$ cat src/acsn_pkg.sv
// ----------------------------------------------------------------------------
// acsn_pkg: shared types and constants for the sensor normalizer
// Frame and result payloads, lane status, lane states and bound reset values.
// ----------------------------------------------------------------------------
package acsn_pkg;

  localparam int unsigned CHANNELS    = 8;
  localparam int unsigned HALF        = CHANNELS / 2;
  localparam int unsigned SAMPLE_W    = 12;
  localparam int unsigned LEVEL_W     = 7;
  localparam int unsigned HALF_SUM_W  = 9;
  localparam int unsigned TOTAL_SUM_W = 10;
  localparam int unsigned NUM_W       = SAMPLE_W + LEVEL_W;
  localparam int unsigned CNT_W       = 3;

  localparam logic [LEVEL_W-1:0]  SCALE     = 7'd100;
  localparam logic [SAMPLE_W-1:0] MIN_RESET = 12'd120;
  localparam logic [CNT_W-1:0]    LAST_STEP = 3'(LEVEL_W - 1);

  // lane control states
  typedef enum logic [1:0] {
    LANE_IDLE,
    LANE_LOAD,
    LANE_DIV,
    LANE_DONE
  } lane_state_e;

  // one frame of eight samples
  typedef struct packed {
    logic [SAMPLE_W-1:0] sample_front_left_parallel;
    logic [SAMPLE_W-1:0] sample_front_left_vertical;
    logic [SAMPLE_W-1:0] sample_front_right_vertical;
    logic [SAMPLE_W-1:0] sample_front_right_parallel;
    logic [SAMPLE_W-1:0] sample_back_left_parallel;
    logic [SAMPLE_W-1:0] sample_back_left_vertical;
    logic [SAMPLE_W-1:0] sample_back_right_vertical;
    logic [SAMPLE_W-1:0] sample_back_right_parallel;
  } frame_t;

  // normalized levels and field sums
  typedef struct packed {
    logic [LEVEL_W-1:0]     level_front_left_parallel;
    logic [LEVEL_W-1:0]     level_front_left_vertical;
    logic [LEVEL_W-1:0]     level_front_right_vertical;
    logic [LEVEL_W-1:0]     level_front_right_parallel;
    logic [LEVEL_W-1:0]     level_back_left_parallel;
    logic [LEVEL_W-1:0]     level_back_left_vertical;
    logic [LEVEL_W-1:0]     level_back_right_vertical;
    logic [LEVEL_W-1:0]     level_back_right_parallel;
    logic [HALF_SUM_W-1:0]  front_field_sum;
    logic [HALF_SUM_W-1:0]  back_field_sum;
    logic [TOTAL_SUM_W-1:0] total_field_sum;
  } result_t;

  // what a lane reports to the merge stage
  typedef struct packed {
    logic               done;
    logic [LEVEL_W-1:0] level;
  } lane_stat_t;

  // maximum bound after reset, by channel
  function automatic logic [SAMPLE_W-1:0] max_reset(input int unsigned ch);
    logic [SAMPLE_W-1:0] val;
    case (ch)
      1:       val = 12'd2300;
      2, 3:    val = 12'd999;
      default: val = 12'd2500;
    endcase
    return val;
  endfunction

endpackage

$ cat src/acsn_if.sv
// ----------------------------------------------------------------------------
// acsn_if: valid/ready channels of the sensor normalizer
// Frame channel into the block and result channel out of it.
// ----------------------------------------------------------------------------
interface acsn_frame_if;
  import acsn_pkg::*;

  logic   valid;
  logic   ready;
  frame_t data;

  modport source (output valid, output data, input ready);
  modport sink (input valid, input data, output ready);
endinterface

interface acsn_result_if;
  import acsn_pkg::*;

  logic    valid;
  logic    ready;
  result_t data;

  modport source (output valid, output data, input ready);
  modport sink (input valid, input data, output ready);
endinterface

$ cat src/acsn_lane.sv
// ----------------------------------------------------------------------------
// acsn_lane: one channel of the normalizer
// Tracks the running min/max of its channel and scales the sample to percent
// with a restoring divider that yields one quotient bit per cycle.
// ----------------------------------------------------------------------------
module acsn_lane #(
  parameter int unsigned LaneIdx = 0
) (
  input  logic                          clk_i,
  input  logic                          rst_ni,
  input  logic                          start_i,
  input  logic [acsn_pkg::SAMPLE_W-1:0] sample_i,
  input  logic                          take_i,
  output acsn_pkg::lane_stat_t          stat_o
);
  import acsn_pkg::*;

  lane_state_e         state_q, state_d;
  logic [SAMPLE_W-1:0] min_q, min_d;
  logic [SAMPLE_W-1:0] max_q, max_d;
  logic [SAMPLE_W-1:0] sample_q;
  logic [NUM_W-1:0]    num_q, num_d;
  logic [NUM_W-1:0]    den_q, den_d;
  logic [LEVEL_W-1:0]  quo_q, quo_d;
  logic [CNT_W-1:0]    cnt_q, cnt_d;
  logic [SAMPLE_W-1:0] diff;
  logic [SAMPLE_W-1:0] span;
  logic                fits;

  assign diff = sample_q - min_q;
  assign span = max_q - min_q;
  assign fits = (num_q >= den_q);

  // next state, bound update and divider step
  always_comb begin
    state_d = state_q;
    min_d   = min_q;
    max_d   = max_q;
    num_d   = num_q;
    den_d   = den_q;
    quo_d   = quo_q;
    cnt_d   = cnt_q;
    unique case (state_q)
      LANE_IDLE: begin
        if (start_i) begin
          if (sample_i < min_q) begin
            min_d = sample_i;
          end else if (sample_i > max_q) begin
            max_d = sample_i;
          end
          state_d = LANE_LOAD;
        end
      end
      LANE_LOAD: begin
        // numerator (s - min) * 100, divisor aligned to the top quotient bit
        num_d = NUM_W'({{LEVEL_W{1'b0}}, diff} * {{SAMPLE_W{1'b0}}, SCALE});
        if (max_q <= min_q) begin
          // empty span reads as level zero
          num_d = '0;
          den_d = '1;
        end else begin
          den_d = {1'b0, span, {(LEVEL_W - 1){1'b0}}};
        end
        quo_d   = '0;
        cnt_d   = '0;
        state_d = LANE_DIV;
      end
      LANE_DIV: begin
        if (fits) begin
          num_d = num_q - den_q;
        end
        quo_d = {quo_q[LEVEL_W-2:0], fits};
        den_d = den_q >> 1;
        cnt_d = cnt_q + 3'd1;
        if (cnt_q == LAST_STEP) begin
          state_d = LANE_DONE;
        end
      end
      LANE_DONE: begin
        if (take_i) begin
          state_d = LANE_IDLE;
        end
      end
      default: state_d = LANE_IDLE;
    endcase
  end

  // control and bound registers
  always_ff @(posedge clk_i or negedge rst_ni) begin
    if (!rst_ni) begin
      state_q <= LANE_IDLE;
      min_q   <= MIN_RESET;
      max_q   <= max_reset(LaneIdx);
    end else begin
      state_q <= state_d;
      min_q   <= min_d;
      max_q   <= max_d;
    end
  end

  // datapath registers
  always_ff @(posedge clk_i) begin
    if (state_q == LANE_IDLE && start_i) begin
      sample_q <= sample_i;
    end
    num_q <= num_d;
    den_q <= den_d;
    quo_q <= quo_d;
    cnt_q <= cnt_d;
  end

  assign stat_o.done  = (state_q == LANE_DONE);
  assign stat_o.level = quo_q;

endmodule

$ cat src/acsn_merge.sv
// ----------------------------------------------------------------------------
// acsn_merge: merging stage of the normalizer
// Sums the lane levels into front, back and total and holds the result word
// in the output register until it is taken.
// ----------------------------------------------------------------------------
module acsn_merge (
  input  logic                                        clk_i,
  input  logic                                        rst_ni,
  input  logic                                        load_i,
  input  logic [acsn_pkg::CHANNELS-1:0][acsn_pkg::LEVEL_W-1:0] level_i,
  input  logic                                        ready_i,
  output logic                                        valid_o,
  output acsn_pkg::result_t                           res_o,
  output logic                                        free_o
);
  import acsn_pkg::*;

  logic                   valid_q;
  result_t                res_q, res_d;
  logic [HALF_SUM_W-1:0]  front;
  logic [HALF_SUM_W-1:0]  back;

  // front and back field sums
  always_comb begin
    front = '0;
    back  = '0;
    for (int i = 0; i < CHANNELS; i++) begin
      if (i < HALF) begin
        front = front + HALF_SUM_W'(level_i[i]);
      end else begin
        back = back + HALF_SUM_W'(level_i[i]);
      end
    end
  end

  // result word
  always_comb begin
    res_d.level_front_left_parallel  = level_i[0];
    res_d.level_front_left_vertical  = level_i[1];
    res_d.level_front_right_vertical = level_i[2];
    res_d.level_front_right_parallel = level_i[3];
    res_d.level_back_left_parallel   = level_i[4];
    res_d.level_back_left_vertical   = level_i[5];
    res_d.level_back_right_vertical  = level_i[6];
    res_d.level_back_right_parallel  = level_i[7];
    res_d.front_field_sum            = front;
    res_d.back_field_sum             = back;
    res_d.total_field_sum            = TOTAL_SUM_W'(front) + TOTAL_SUM_W'(back);
  end

  assign free_o = !valid_q || ready_i;

  // output register
  always_ff @(posedge clk_i or negedge rst_ni) begin
    if (!rst_ni) begin
      valid_q <= 1'b0;
    end else if (load_i) begin
      valid_q <= 1'b1;
    end else if (ready_i) begin
      valid_q <= 1'b0;
    end
  end

  always_ff @(posedge clk_i) begin
    if (load_i) begin
      res_q <= res_d;
    end
  end

  assign valid_o = valid_q;
  assign res_o   = res_q;

endmodule

$ cat src/auto_calibrating_sensor_normalizer_top.sv
// ----------------------------------------------------------------------------
// auto_calibrating_sensor_normalizer_top: running min/max sensor normalizer
// Eight channel lanes scale one frame to percent levels; a merge stage adds
// the front, back and total field sums.
//
//   channel   dir  handshake    word
//   frame_i   in   valid/ready  eight 12-bit coil samples
//   result_o  out  valid/ready  eight 7-bit levels and three sums
//
// A result word follows its frame through these steps: the bounds update on
// the accepting edge, then the scale multiply, the per-lane divider (one
// quotient bit per cycle) and the load of the output register. The next
// frame can be accepted in the cycle after that load. One frame is in the
// lanes at a time; the next is accepted once the result has moved to the
// output register, even while that word is still waiting. A stalled result
// holds the lanes in their done state. Reset loads the calibration bounds
// at once.
// ----------------------------------------------------------------------------
module auto_calibrating_sensor_normalizer_top (
  input  logic          clk_i,
  input  logic          rst_ni,
  acsn_frame_if.sink    frame_i,
  acsn_result_if.source result_o
);
  import acsn_pkg::*;

  logic                              busy_q;
  logic                              accept;
  logic                              load;
  logic                              out_free;
  logic [CHANNELS-1:0]               done;
  logic [CHANNELS-1:0][SAMPLE_W-1:0] samples;
  logic [CHANNELS-1:0][LEVEL_W-1:0]  levels;
  lane_stat_t [CHANNELS-1:0]         stat;

  assign frame_i.ready = !busy_q;
  assign accept        = frame_i.valid && !busy_q;
  assign load          = (&done) && out_free;

  // frame fields in channel order
  assign samples[0] = frame_i.data.sample_front_left_parallel;
  assign samples[1] = frame_i.data.sample_front_left_vertical;
  assign samples[2] = frame_i.data.sample_front_right_vertical;
  assign samples[3] = frame_i.data.sample_front_right_parallel;
  assign samples[4] = frame_i.data.sample_back_left_parallel;
  assign samples[5] = frame_i.data.sample_back_left_vertical;
  assign samples[6] = frame_i.data.sample_back_right_vertical;
  assign samples[7] = frame_i.data.sample_back_right_parallel;

  // channel lanes
  for (genvar g = 0; g < CHANNELS; g++) begin : g_lane
    acsn_lane #(
      .LaneIdx(g)
    ) u_lane (
      .clk_i   (clk_i),
      .rst_ni  (rst_ni),
      .start_i (accept),
      .sample_i(samples[g]),
      .take_i  (load),
      .stat_o  (stat[g])
    );
    assign done[g]   = stat[g].done;
    assign levels[g] = stat[g].level;
  end

  // merging stage and output register
  acsn_merge u_merge (
    .clk_i  (clk_i),
    .rst_ni (rst_ni),
    .load_i (load),
    .level_i(levels),
    .ready_i(result_o.ready),
    .valid_o(result_o.valid),
    .res_o  (result_o.data),
    .free_o (out_free)
  );

  // busy from frame acceptance until the result is loaded
  always_ff @(posedge clk_i or negedge rst_ni) begin
    if (!rst_ni) begin
      busy_q <= 1'b0;
    end else if (accept) begin
      busy_q <= 1'b1;
    end else if (load) begin
      busy_q <= 1'b0;
    end
  end

`ifndef NO_ASSERTIONS
  // lanes run in lockstep
  assert property (@(posedge clk_i) disable iff (!rst_ni)
    done[0] |-> &done)
    else $error("lanes finished out of step");

  // lanes only finish on an accepted frame
  assert property (@(posedge clk_i) disable iff (!rst_ni)
    done[0] |-> busy_q)
    else $error("lane done while block idle");

  // a new result word only follows a frame in flight
  assert property (@(posedge clk_i) disable iff (!rst_ni)
    $rose(result_o.valid) |-> $past(busy_q))
    else $error("result without a frame");

  // total is the sum of the halves
  assert property (@(posedge clk_i) disable iff (!rst_ni)
    result_o.valid |-> (result_o.data.total_field_sum ==
      TOTAL_SUM_W'(result_o.data.front_field_sum) +
      TOTAL_SUM_W'(result_o.data.back_field_sum)))
    else $error("total sum mismatch");
`endif

endmodule
$ cat src/flat_wrapper.sv
// flat-port wrapper written by rule: the top's interface ports become plain ports
module auto_calibrating_sensor_normalizer_top_flat import acsn_pkg::*;
  (clk_i, rst_ni, frame_i_valid, frame_i_data, frame_i_ready, result_o_valid, result_o_data, result_o_ready);
  acsn_frame_if frame_i_i ();
  acsn_result_if result_o_i ();
  input  logic clk_i;
  input  logic rst_ni;
  input wire logic [$bits(frame_i_i.valid)-1:0] frame_i_valid;
  input wire logic [$bits(frame_i_i.data)-1:0] frame_i_data;
  output wire logic [$bits(frame_i_i.ready)-1:0] frame_i_ready;
  output wire logic [$bits(result_o_i.valid)-1:0] result_o_valid;
  output wire logic [$bits(result_o_i.data)-1:0] result_o_data;
  input wire logic [$bits(result_o_i.ready)-1:0] result_o_ready;
  assign frame_i_i.valid = frame_i_valid;
  assign frame_i_i.data = frame_i_data;
  assign frame_i_ready = frame_i_i.ready;
  assign result_o_valid = result_o_i.valid;
  assign result_o_data = result_o_i.data;
  assign result_o_i.ready = result_o_ready;
  auto_calibrating_sensor_normalizer_top u_core (.clk_i(clk_i), .rst_ni(rst_ni), .frame_i(frame_i_i), .result_o(result_o_i));
endmodule
$ cat config.mk
export PLATFORM = sky130hd
export DESIGN_NAME = auto_calibrating_sensor_normalizer_top_flat
export DESIGN_NICKNAME = d
export VERILOG_FILES = /design/src/acsn_pkg.sv /design/src/acsn_if.sv /design/src/acsn_lane.sv /design/src/acsn_merge.sv /design/src/auto_calibrating_sensor_normalizer_top.sv /design/src/flat_wrapper.sv
export SDC_FILE = /design/constraint.sdc
export NUM_CORES = 2
export LEC_CHECK = 0
export BUFFER_PORTS_ARGS = -buffer_cell sky130_fd_sc_hd__buf_4
export CAP_MARGIN = 20
export CELL_PAD_IN_SITES_DETAIL_PLACEMENT = 0
export CELL_PAD_IN_SITES_GLOBAL_PLACEMENT = 2
export CORE_ASPECT_RATIO = 0.5
export CORE_UTILIZATION = 39
export DETAILED_ROUTE_END_ITERATION = 6
export GPL_TIMING_DRIVEN = 0
export HOLD_SLACK_MARGIN = 0.1
export MAX_ROUTING_LAYER = met4
export PLACE_DENSITY_LB_ADDON = 0.1
export SLEW_MARGIN = 20
export SYNTH_ARGS = -nofsm -noshare
export SYNTH_HDL_FRONTEND = slang
export SYNTH_SLANG_ARGS = --single-unit
export TNS_END_PERCENT = 1
$ cat constraint.sdc
create_clock -name clk_i -period 4.78 [get_ports clk_i]
set_input_delay 0 -clock clk_i [delete_from_list [all_inputs] [get_ports clk_i]]
set_output_delay 0 -clock clk_i [all_outputs]
set_load 0.005 [all_outputs]
Yosys cells after proc, flatten, opt, wreduce, memory -nomap -nowiden

Index checks and enable logic that the tools add are counted.

Flip-flop bits (word level): 774
Input bits: 100
Word-level logic and storage cells: 370

$mul: 8
Equal/unequal tests: 64
Muxes and demuxes: 78
Bitwise gates (word level): 8
$add $sub $neg: 39
Reduce and logical (&&, ||, !) cells: 64
$lt $le $gt $ge: 32

Operator list:

| cell                                                                  | number |
|---|---|
| 19-bit one-hot mux with 2 select lines                                | 16 |
| 19-bit 2-to-1 mux                                                     | 24 |
| 12-bit subtractor                                                     | 16 |
| 19-bit greater-or-equal comparator                                    | 8 |
| 19-bit subtractor                                                     | 8 |
| 12-bit by 5-bit multiplier with 17-bit output (second input constant) | 8 |
| 7-bit one-hot mux with 2 select lines                                 | 8 |
| 12-bit > comparator                                                   | 8 |
| 12-bit less-or-equal comparator                                       | 8 |
| 12-bit < comparator                                                   | 8 |
| 2-bit one-hot mux with 4 select lines                                 | 8 |
| 2-bit inequality test (second input constant)                         | 25 |
| 3-bit one-hot mux with 2 select lines                                 | 8 |
| 3-bit AND reduction                                                   | 16 |
| 2-bit == test (second input constant)                                 | 16 |
| 4-bit AND reduction                                                   | 8 |
| 3-bit by 1-bit adder with 3-bit output (second input constant)        | 8 |
| 3-bit == test (second input constant)                                 | 8 |
| 2-bit 2-to-1 mux                                                      | 10 |
| 2-bit nonzero test                                                    | 10 |
| 8-bit by 7-bit adder with 9-bit output                                | 2 |
| 9-bit by 7-bit adder with 9-bit output                                | 2 |
| 7-bit by 7-bit adder with 8-bit output                                | 2 |
| 2-bit by 1-bit == test with 1-bit output (second input constant)      | 8 |
| other kinds (10)                                                      | 50 |

Depth between registers and ports, before layout

Depth in word-level cells: 5
Gate-level depth with buffers: 25
Gate-level depth less buffers: 25

Hierarchy

A second synthesis with hierarchy kept.

Cells, all modules: 6,094
Area total of the unflattened synthesis: 62,180.9 sq um

By module, submodules not included:

| module                                   | cells each | area each (sq um) | times used |
|---|---|---|---|
| acsn_lane at u_core.g_lane[6].u_lane ... | 712        | 7,272.0           | 2 |
| acsn_lane at u_core.g_lane[4].u_lane ... | 734        | 7,252.0           | 2 |
| acsn_lane at u_core.g_lane[3].u_lane     | 745        | 7,352.1           | 1 |
| acsn_lane at u_core.g_lane[2].u_lane     | 745        | 7,337.0           | 1 |
| acsn_lane at u_core.g_lane[1].u_lane     | 720        | 7,105.6           | 1 |
| acsn_lane at u_core.g_lane[0].u_lane     | 683        | 6,984.2           | 1 |
| acsn_merge                               | 299        | 4,276.6           | 1 |
| auto_calibrating_sensor_normalizer_top   | 10         | 77.6              | 1 |

Least setup slack after synthesis

Ideal clock, no wire load.

Kind: register to register
Start point: register u_core.g_lane[5].u_lane.sample_q[0]
End point: register u_core.g_lane[5].u_lane.num_q[17], data pin
Required time: 4.524 ns
Path slack: -0.312 ns
Buffers on the path: 0
Arrival time: 4.835 ns
Cell stages (with the launch flop): 23
Library setup time: 0.256 ns
Cell sequence: edfxtp_1 inv_1 ha_1 inv_1 fa_1 a21o_1 a21oi_1 o21bai_1 a21oi_1 o21ai_1 xnor2_1 inv_1 ha_1 ha_1 inv_1 fa_1 inv_1 ha_1 a31o_2 a41o_1 o41ai_1 xnor2_1 a22o_1

Longest elaborated chain between the ends: 4

Ends and longest elaborated chain:

| what                                          | line             | text |
|---|---|---|
| start: declaration                            | acsn_lane.sv:21  | `logic [SAMPLE_W-1:0] sample_q;` |
| start signal: assignment                      | acsn_lane.sv:104 | `sample_q <= sample_i;` |
| 12-bit subtractor                             | acsn_lane.sv:30  | `assign diff = sample_q - min_q;` |
| 12-bit by 5-bit multiplier with 17-bit output | acsn_lane.sv:56  | `num_d = NUM_W'({{LEVEL_W{1'b0}}, diff} * {{SAMPLE_W{1'b0}}, SCALE});` |
| 19-bit 2-to-1 mux                             | acsn_lane.sv:57  | `if (max_q <= min_q) begin` |
| 19-bit one-hot mux with 2 select lines        | acsn_lane.sv:43  | `unique case (state_q)` |
| via u_core.g_lane[5].u_lane.num_d[17]         | acsn_lane.sv:22  | `logic [NUM_W-1:0] num_q, num_d;` |
| end signal: assignment                        | acsn_lane.sv:106 | `num_q <= num_d;` |
| end: declaration                              | acsn_lane.sv:22  |  |

The timed path passes the listed nets, and every way through them passes these cells.
A chain may end at the register's enable or synchronous reset.

Worst setup path after layout

Start point: register u_core.g_lane[0].u_lane.sample_q[0]
End point: register u_core.g_lane[0].u_lane.num_q[17], data pin

Longest elaborated chain between the ends: 4

Ends and longest elaborated chain:

| what                                          | line |
|---|---|
| start: declaration                            | acsn_lane.sv:21 |
| start signal: assignment                      | acsn_lane.sv:104 |
| 12-bit subtractor                             | acsn_lane.sv:30 |
| 12-bit by 5-bit multiplier with 17-bit output | acsn_lane.sv:56 |
| 19-bit 2-to-1 mux                             | acsn_lane.sv:57 |
| 19-bit one-hot mux with 2 select lines        | acsn_lane.sv:43 |
| via u_core.g_lane[0].u_lane.num_d[17]         | acsn_lane.sv:22 |
| end signal: assignment                        | acsn_lane.sv:106 |
| end: declaration                              | acsn_lane.sv:22 |

The timed path passes the listed nets, and every way through them passes these cells.

==> flow_summary.json <==
{
  "gp_congestion": 0.864,
  "cts_max_level": 3,
  "ant_nets": 0,
  "min_period_ns": 5.00,
  "port_buffers": 185,
  "fin_hold_ws_ns": 0.149,
  "r2r_cells": 21,
  "rsz0062_at_grt": "true",
  "holdPathEnd": "u_core.g_lane[2].u_lane.min_q[0]",
  "mappedNetlistNets": 6820,
  "hp-start": "frame_i_data[60]",
  "cts_tree": "done",
  "grtUsageTotal": 0.213,
  "die_w_um": 554,
  "setup_viol": 20,
  "ff2ff_setup_slack_ns": -0.22,
  "grt_pass1_wl_um": 251000,
  "max-cap-violations": 0,
  "required_ns": 5.21,
  "synthToLayoutAreaGrowth_pct": 17.3,
  "crit_path_start_kind": "register",
  "place_hpwl_um": 124000,
  "synth_area_per_cell_um2": 10.4,
  "crit_slowest_cell": "fa_1",
  "syn_inst": 5690,
  "grt_busiest_layer": "met2",
  "path_class": "register to register",
  "coreArea_um2": 150000,
  "numCtsBuffers": 82,
  "dieHeight_um": 278,
  "violations": "negative setup slack",
  "crit_chain": "inv_1 > ha_2 > inv_2 > fa_2 > a21o_1 > a21oi_4 > o21bai_1 > a21oi_2 > xnor2_2 > ha_1 > ha_4 > fa_1 > ha_4 > or3_4 > a311o_1 > a31oi_2 > nor2b_1 > o21a_1 > o41ai_4 > xnor2_2 > a22o_1",
  "maxSlewViolCount": 0,
  "ys_seq_area_frac": 0.376,
  "grt-ovfl-total": 0,
  "final_cell_mix": "ha_1, inv_1, edfxtp_1",
  "use_met2": 0.335,
  "drt_iter0_markers": 2197,
  "final_common_cell": "ha_1",
  "wl_per_cell_um": 19.3,
  "vias": 43400,
  "fin_nets": 7344,
  "async_reset_ff_frac": 0.271,
  "synth_top_flop_cell": "edfxtp_1",
  "clock_sink_count": 774,
  "ys_seq_elements": 774,
  "drc": 0,
  "max_stage_delay_ns": 0.51,
  "cp_max_fo": 5,
  "insertion_delay_ns": 0.68,
  "outcome": "complete, but fails checks",
  "ys_types": 87,
  "grt_pass1_vias": 43900,
  "min_path_cells": 3,
  "post_drt_via_cell_ratio": 5.24,
  "clockBufferDepth": 3,
  "die_area_um2": 154000,
  "antenna_found_initial": 4,
  "arrival_ns": 5.43,
  "setup_slack_ns": -0.221,
  "worstReg2RegEnd": "u_core.g_lane[0].u_lane.num_q[17]",
  "met1_usage": 0.299,
  "start_util": 0.396,
  "reg2reg_from": "u_core.g_lane[0].u_lane.sample_q[0]",
  "critPathCaptureType": "register",
  "final.setup_skew_ns": 0.0244,
  "io_pins": 186,
  "netlist_area_um2": 59300,
  "fp-row-count": 100,
  "drive_gt1_frac": 0.112,
  "first_pass_iters": 5,
  "grt_max_degree": 79,
  "finalHoldViolations": 0,
  "cts_root_buf": "clkbuf_16",
  "wirelength_um": 160000,
  "grt_use_met3": 0.0238,
  "yosys_warnings": 0,
  "clk_pin_slew_worst_paths_ns": 0.07,
  "period_share": 1.05,
  "synth_edf_count": 564,
  "relSlewSlack": 0.330,
  "clock.fmax_ghz": 0.200,
  "worst_slew_pin_slew_ns": 1.00,
  "worstHoldPathType": "input port to register"
}
## worst max path at each step
stage	start	to	slack, ns
finish	u_core.g_lane[0].u_lane.sample_q[0]	u_core.g_lane[0].u_lane.num_q[17]	-0.22
global route	u_core.g_lane[5].u_lane.min_q[1]	u_core.g_lane[5].u_lane.num_q[17]	-0.43
CTS	u_core.g_lane[5].u_lane.min_q[0]	u_core.g_lane[5].u_lane.num_q[17]	-0.32
detailed placement	u_core.g_lane[3].u_lane.min_q[0]	u_core.g_lane[3].u_lane.num_q[17]	-0.83
global placement	u_core.g_lane[3].u_lane.min_q[0]	u_core.g_lane[3].u_lane.num_q[17]	-0.81
floorplan	u_core.g_lane[6].u_lane.sample_q[0]	u_core.g_lane[6].u_lane.num_q[17]	-0.04
## worst max-delay path: cells and delay by family, from the launching register on
family | cells | cell delay (ns)
XOR/XNOR | 2 | 0.29
adder cells (fa/ha/maj) | 6 | 1.73
AND/OR/NAND/NOR | 2 | 0.39
AO/OA/AOI/OAI | 9 | 1.86
buffers and inverters | 2 | 0.10
flip-flops | 1 | 0.36
## cell families after synthesis
logic type | after synthesis | share of synthesized area
muxes | 199 | 0.0376
DFF | 774 | 0.376
AOI/OAI and AO/OA | 1341 | 0.148
adders and majority gates | 1030 | 0.230
buffers and inverters | 837 | 0.0539
xor gates and xnor gates | 429 | 0.0633
and+or+nand+nor | 1080 | 0.0916
## area by class of cell
class	instances	area [um2]
fill	14100	80300
multi-input combinational	4079	34800
sequential	774	22300
timing repair buffer	440	4000
inverter	718	2700
tap	1989	2490
clock buffer	115	2350
buffer	119	507
clock inverter	39	430
antenna	2	5.00
## per-stage QoR
stage | area [um2] | std cells | util | setup slack (ns) | TNS [ns]
3_5_place_dp | 63600 | 7873 | 0.424 | -0.834 | -19.11
5_1_grt | 69600 | 8273 | 0.464 | -0.428 | -9.66
3_3_place_gp | 63300 | 7864 | 0.422 | -0.809 | -83.47
4_1_cts | 69200 | 8263 | 0.462 | -0.318 | -4.15
6_report | 69600 | 8275 | 0.464 | -0.221 | -1.84
2_1_floorplan | 59400 | 5690 | - | -0.0396 | -0.130
## state kept, by name, summed over array words and instances, names as in the netlist, 24 cells and up
signal                         cells
u_core.g_lane.u_lane.sample_q     96
u_core.g_lane.u_lane.cnt_q        24
u_core.g_lane.u_lane.num_q       152
u_core.u_merge.res_o              84
u_core.g_lane.u_lane.den_q       152
u_core.g_lane.u_lane.max_q        96
u_core.g_lane.u_lane.min_q        96
u_core.g_lane.u_lane.quo_q        56
## synthesized netlist by cell type, drive strengths merged, types with 97 or more instances
cell,count,area share
ha,929,0.20
inv,718,0.045
xnor2,299,0.044
fa,101,0.034
edfxtp,564,0.29
nor2b,97,0.010
nor2,226,0.014
o21ai,202,0.017
xor2,130,0.019
a21oi,439,0.037
dfrtp,130,0.055
nor3,146,0.012
mux2,189,0.036
a21o,241,0.030
nand2,219,0.014
## layer usage
layer | part of all wire | vias to the layer above
li1 | - | 21500
met1 | 0.50 | 21100
met2 | 0.45 | 552
met3 | 0.031 | 126
met4 | 0.015 | 0
met5 | 0 | -
## timing repair
item / CTS / global route
gates resized for setup: 89 / 74
endpoints found under the setup margin: 46 / 48
hold buffers: 215 / 0
endpoints found under the hold margin: 418 / 0
buffers inserted: 21 / 10
pin swaps: 44 / 42
Power is not shown: default switching activity piles up to over one toggle a cycle in this logic, so the estimate is an artifact.
